[config.mk]
export PLATFORM = sky130hd
export DESIGN_NAME = xxh_front
export DESIGN_NICKNAME = d
export VERILOG_FILES = /design/src/rtl/xxh_pkg.sv /design/src/rtl/xxh_front.sv
export VERILOG_INCLUDE_DIRS = /design/src /design/src/rtl
export SDC_FILE = /design/constraint.sdc
export NUM_CORES = 1
export LEC_CHECK = 0
export BUFFER_PORTS_ARGS = -buffer_cell sky130_fd_sc_hd__buf_4
export CAP_MARGIN = 20
export CORE_MARGIN = 10
export CORE_UTILIZATION = 40
export DETAILED_ROUTE_END_ITERATION = 10
export MAX_ROUTING_LAYER = met4
export PLACE_DENSITY = 0.68
export SLEW_MARGIN = 20
export SYNTH_ARGS = -nofsm -noshare
export SYNTH_HDL_FRONTEND = slang
export SYNTH_SLANG_ARGS = --single-unit
export TNS_END_PERCENT = 100
[constraint.sdc]
create_clock -name clk -period 5.9 [get_ports clk]
set_input_delay 0.59 -clock clk [delete_from_list [all_inputs] [get_ports clk]]
set_output_delay 0.59 -clock clk [all_outputs]
set_load 0.05 [all_outputs]
[src/rtl/xxhash64_stream_hasher_top_assert.svh]
// ----------------------------------------------------------------------------
// xxHash64 stream hasher assertion macros
// Immediate-consequence and next-cycle checks, clocked on clk, reset rst_n.
// ----------------------------------------------------------------------------
`ifndef XXHASH64_STREAM_HASHER_TOP_ASSERT_SVH
`define XXHASH64_STREAM_HASHER_TOP_ASSERT_SVH

`ifndef ASSERT_OFF
`define XXH_AST_IMP(lbl, ante, cons) \
  lbl: assert property (@(posedge clk) disable iff (!rst_n) (ante) |-> (cons)) \
    else $error("xxh assertion failed");
`define XXH_AST_NXT(lbl, ante, cons) \
  lbl: assert property (@(posedge clk) disable iff (!rst_n) (ante) |=> (cons)) \
    else $error("xxh assertion failed");
`else
`define XXH_AST_IMP(lbl, ante, cons)
`define XXH_AST_NXT(lbl, ante, cons)
`endif

`endif

[src/rtl/xxh_pkg.sv]
// ----------------------------------------------------------------------------
// xxh_pkg
// Shared types, primes and helpers of the xxHash64 stream hasher.
// ----------------------------------------------------------------------------
`timescale 1ns / 1ps

package xxh_pkg;

  localparam logic [63:0] PR1 = 64'h9e3779b185ebca87;
  localparam logic [63:0] PR2 = 64'hc2b2ae3d27d4eb4f;
  localparam logic [63:0] PR3 = 64'h165667b19e3779f9;
  localparam logic [63:0] PR4 = 64'h85ebca77c2b2ae63;
  localparam logic [63:0] PR5 = 64'h27d4eb2f165667c5;

  localparam logic [3:0] WORD_BYTES = 4'd8;

  typedef struct packed {
    logic [63:0] word;
    logic [3:0]  nbytes;
    logic        last;
  } item_t;

  typedef struct packed {
    logic        start;
    logic [63:0] a;
    logic [63:0] b;
  } mul_req_t;

  function automatic logic [63:0] rotl64(input logic [63:0] x, input int unsigned r);
    return (x << r) | (x >> (64 - r));
  endfunction

endpackage

[src/rtl/xxh_front.sv]
// ----------------------------------------------------------------------------
// xxh_front
// Accepts input words, normalizes the byte count and queues them (two deep).
// ----------------------------------------------------------------------------
`timescale 1ns / 1ps
`include "xxhash64_stream_hasher_top_assert.svh"

module xxh_front (
  input  logic          clk,
  input  logic          rst_n,
  input  logic          in_valid,
  output logic          in_stall,
  input  logic [63:0]   in_data_word,
  input  logic [3:0]    in_bytes_valid,
  input  logic          in_last,
  output logic          q_valid,
  output xxh_pkg::item_t q_item,
  input  logic          q_pop
);

  xxh_pkg::item_t q_mem_r [2];
  logic           wr_ptr_r;
  logic           rd_ptr_r;
  logic [1:0]     count_r;
  logic           push;
  xxh_pkg::item_t cls;

  // Classify: a non-final word always counts as a full word.
  always_comb begin
    cls.word   = in_data_word;
    cls.last   = in_last;
    cls.nbytes = xxh_pkg::WORD_BYTES;
    if (in_last && in_bytes_valid < xxh_pkg::WORD_BYTES) begin
      cls.nbytes = in_bytes_valid;
    end
  end

  assign in_stall = (count_r == 2'd2);
  assign push     = in_valid && !in_stall;
  assign q_valid  = (count_r != 2'd0);
  assign q_item   = q_mem_r[rd_ptr_r];

  always_ff @(posedge clk) begin
    if (push) begin
      q_mem_r[wr_ptr_r] <= cls;
    end
  end

  always_ff @(posedge clk) begin
    if (!rst_n) begin
      wr_ptr_r <= 1'b0;
      rd_ptr_r <= 1'b0;
      count_r  <= 2'd0;
    end else begin
      if (push) begin
        wr_ptr_r <= !wr_ptr_r;
      end
      if (q_pop) begin
        rd_ptr_r <= !rd_ptr_r;
      end
      count_r <= count_r + {1'b0, push} - {1'b0, q_pop};
    end
  end

  `XXH_AST_IMP(a_q_full_word, q_valid && !q_item.last, q_item.nbytes == xxh_pkg::WORD_BYTES)
  `XXH_AST_IMP(a_pop_has_data, q_pop, q_valid)

endmodule

Word level (Yosys, flattened, before mapping)
Memories as Yosys holds them, arrays and structs flattened. A register that Yosys moved wholly into a read port is not among the register bits.
Cells that the tools add are included.
W data, S select, Z words.
- flip-flop bits (word level): 4
- bits in writable memories: 138
- input port bits: 73
- output and inout port bits: 71
- word-level logic and storage cells: 19
- memories kept: 1
- add/sub/neg operators: 2
- order comparisons: 1
- eq/ne operators: 1
- mux-type cells: 5
- reductions and logical operators: 6
- memories (memory ; words ; bits a word ; rd ports ; clocked after memory_dff ; write ports ; line ; source):
    q_mem_r ; 2 ; 69 ; 1 ; 1 ; 1 ; xxh_front.sv:21 ; xxh_pkg::item_t q_mem_r [2];
- operator list (kind ; number):
    $lt A4 B4 Y1 const B ; 1
    $mux W1 ; 4
    $mux W4 ; 1
    $logic_not A1 Y1 ; 3
    $add A2 B1 Y2 ; 1
    $eq A2 B2 Y1 const B ; 1
    $logic_and A1 B1 Y1 ; 2
    $reduce_bool A2 Y1 ; 1
    $sub A2 B1 Y2 ; 1

Logic depth before layout (Yosys ltp)
- depth in word-level cells: 5
- gate-level depth with buffers: 8
- mapped depth without buffers: 8

Least setup slack after synthesis
Ideal clock, no wire load.
- path kind: input to register
- start: in in_valid
- end: mem q_mem_r[0][0] (netlist bit) (enable)
- library setup time: 496 ps
- data arrival time: 3566 ps
- required time: 5404 ps
- slack: 1838 ps
- stages on the path: 2
- buffers on the path: 0
- cells stage by stage: nand2_1 -> nor2_1
- cells in the longest elaborated chain, start to end: 3
- RTL lines (element ; line ; source):
    from (decl) ; xxh_front.sv:11 ; input logic in_valid,
    $logic_and A1 B1 Y1 ; xxh_front.sv:39 ; assign push = in_valid && !in_stall;
    $mux W1 ; xxh_front.sv:44 ; if (push) begin
    $mux W1 (implied by the code) ; xxh_front.sv:45 ; q_mem_r[wr_ptr_r] <= cls;
    to (decl) ; xxh_front.sv:21 ;
Every way passes these cells.

==> metrics.txt <==
Final Total Pwr=3.06 mW; fin nets=476; PD cells=426 nW/µm²; Setup CP Type=register to primary output; synthesis-stage register bit count=143; clk_lat worst skew=0.41 ns; relative slew slack=0.334; CTS resizes=0; commonest non-fill, non-tap cell in the layout=buf_4; CP Launch Type=register; Worst Path Buf+Inv=1; number of port buffers=143; # rows=roughly 40; CP top delay family=flip-flops; CP arrival=2.08 ns; drt drc=0; Diodes inserted=0; Max stage delay on crit path=about 0.94 ns; mapped cell area=between 5000 and 6000 µm²; CTS tree=done; share of the synthesized area in the top cell type=0.785; post-synthesis sequential area ratio=0.804; core area=12,800 µm²; reg2reg start=count_r[0]$_SDFF_PN0_; initial drt markers=91; final cycle utilization of the critical path=0.453; Syn Nets=about 320; CP Capture Type=primary output; largest area contributor in the netlist=edfxtp_1; Die Y=roughly 130 µm; cell area after layout=between 7000 and 8000 µm²; clock-pin slew on the worst setup and hold paths=around 0.05 ns; status=complete, no violations; Area growth syn-to-layout=36.0%; Hold Fails Final Rpt=0; Worst-Margin Slew=0.997 ns; Syn Area/Cell=between 20 and 25 µm²; r2r setup slk=3.51 ns; placed cells=between 500 and 600; initial core utilization=0.413; Final ANT Viol Nets=0; vias=about 2.7k; initial antenna violation count=0; total setup buffers inserted after CTS=0; Num CTS Buffers=17; Synth area leaders=edfxtp_1 (79%), mux2_2 (13%), mux2_4 (2.8%); TNS Setup=0 ns; crit path cell chain=mux2_2 -> buf_4; GRT Util Overall=0.117; CTS max path bufs=2; root buffer cell=clkbuf_16; Post-Layout Cell Count=slightly below 600; largest net degree at the start of global routing=70; Clock Sinks=143; Final Max Slew Viols=0; fin worst setup slack=between 3 and 4 ns; worst path required time=5.31 ns; slowest CP cell=dfxtp_4; total number of yosys warnings=0; Yosys cell types=20; first-pass iteration count of the detailed router=4; clock skew=0.00699 ns; max_cap viols=0; dpl cell area=between 6000 and 7000 µm²; Min Hold Slack=0.364 ns; layout cell share with drive strength beyond 1=0.592; Ports=between 100 and 150; Reg-to-Reg End=q_mem_r[0][61]$_DFFE_PP_; gpl congestion=slightly below 0.7; Via density=4.61; Fmax=roughly 370 MHz; endpoints failing setup=0; grt ovf=0; worst-path maximum fanout=69; reg2reg path depth=4; die area=~18,000 µm²; Routed WL=slightly above 10 mm; WHS Path Cells=1; type of the most critical hold path=primary input to register; dpl ws=between 3 and 4 ns; Static Leak=2.73 nW; # hold bufs at CTS=0; Finished Core Util=0.562; HPWL after detailed placement=~6.8 mm; Period minus WS final=between 2 and 3 ns; synthesized instance count=around 250; most frequent cells in the layout=buf_4 (144), edfxtp_1 (138), mux2_2 (59); RSZ-0062 raised after global routing=false; die width=approximately 130 µm; Hold EP=q_mem_r[0][51]$_DFFE_PP_; HP Start=in_data_word[46]; CTS H-tree depth=4; wire per inst=17.4 µm; first-pass GRT wire length=about 16 mm; vias in the first global route=3,060; VDD IR-drop max=roughly 0.25 mV
-- sequential cells by signal (all words and copies together) (netlist names), named ones only --
| signal | count |
|---|---|
| q_mem_r | 138 |
| count_r | 2 |
| rd_ptr_r | 1 |
| wr_ptr_r | 1 |
-- power breakdown --
| part | switching [mW] | internal [mW] |
|---|---|---|
| registers | 0.0420 | 1.24 |
| logic | 0.408 | 0.210 |
| clock network | 0.374 | 0.785 |
| total | 0.824 | 2.23 |
-- cells in the mapped netlist --
cell / n
edfxtp_1: 138
mux2_2: 59
mux2_4: 10
and2_1: 5
buf_2: 5
dfxtp_1: 5
inv_1: 4
nor2_1: 4
buf_6: 2
ha_1: 2
nand2_1: 2
nand2b_1: 2
and3_1: 1
buf_8: 1
mux2i_1: 1
nor2b_1: 1
nor3_1: 1
or2_2: 1
xnor2_1: 1
xor2_1: 1
-- layer usage --
metal | vias to the layer above | share of wire | GRT usage
met5 | - | 0 | -
met2 | 96 | 0.50 | 0.187
met4 | 0 | 0.018 | 0.0544
li1 | 1265 | - | -
met1 | 1328 | 0.41 | 0.122
met3 | 15 | 0.073 | 0.0504
-- cell type report --
type | instances | area, µm²
clock buffers | 18 | 429
clock inverters | 14 | 220
fillers | 989 | 5600
inverters | 4 | 15.0
multi-input cells | 91 | 970
flip-flops and latches | 143 | 4250
well taps | 172 | 215
repair buffers | 144 | 1080
-- worst max-delay path by stage --
stage	to	slack, ns	depth (start not counted)
final	q_item[12]	3.23	2
after floorplan	q_mem_r[0][0]$_DFFE_PP_	1.84	2
after global placement	q_mem_r[0][56]$_DFFE_PP_	3.35	4
after CTS	q_item[12]	3.18	2
after detailed placement	q_mem_r[0][56]$_DFFE_PP_	3.29	4
after global routing	q_item[9]	3.10	2
-- cells by family (layout without fill, tap and decap cells) --
kind of cell               after synthesis  after routing  share of synthesized area
adders and majority gates                2              2                    0.00474
muxes                                   70             70                      0.156
DFF                                    143            143                      0.804
buffers and inverters                   12            180                     0.0147
xor gates and xnor gates                 2              2                    0.00332
and+or+nand+nor                         17             17                     0.0171
Note: power is estimated with default switching activity, not from simulation.
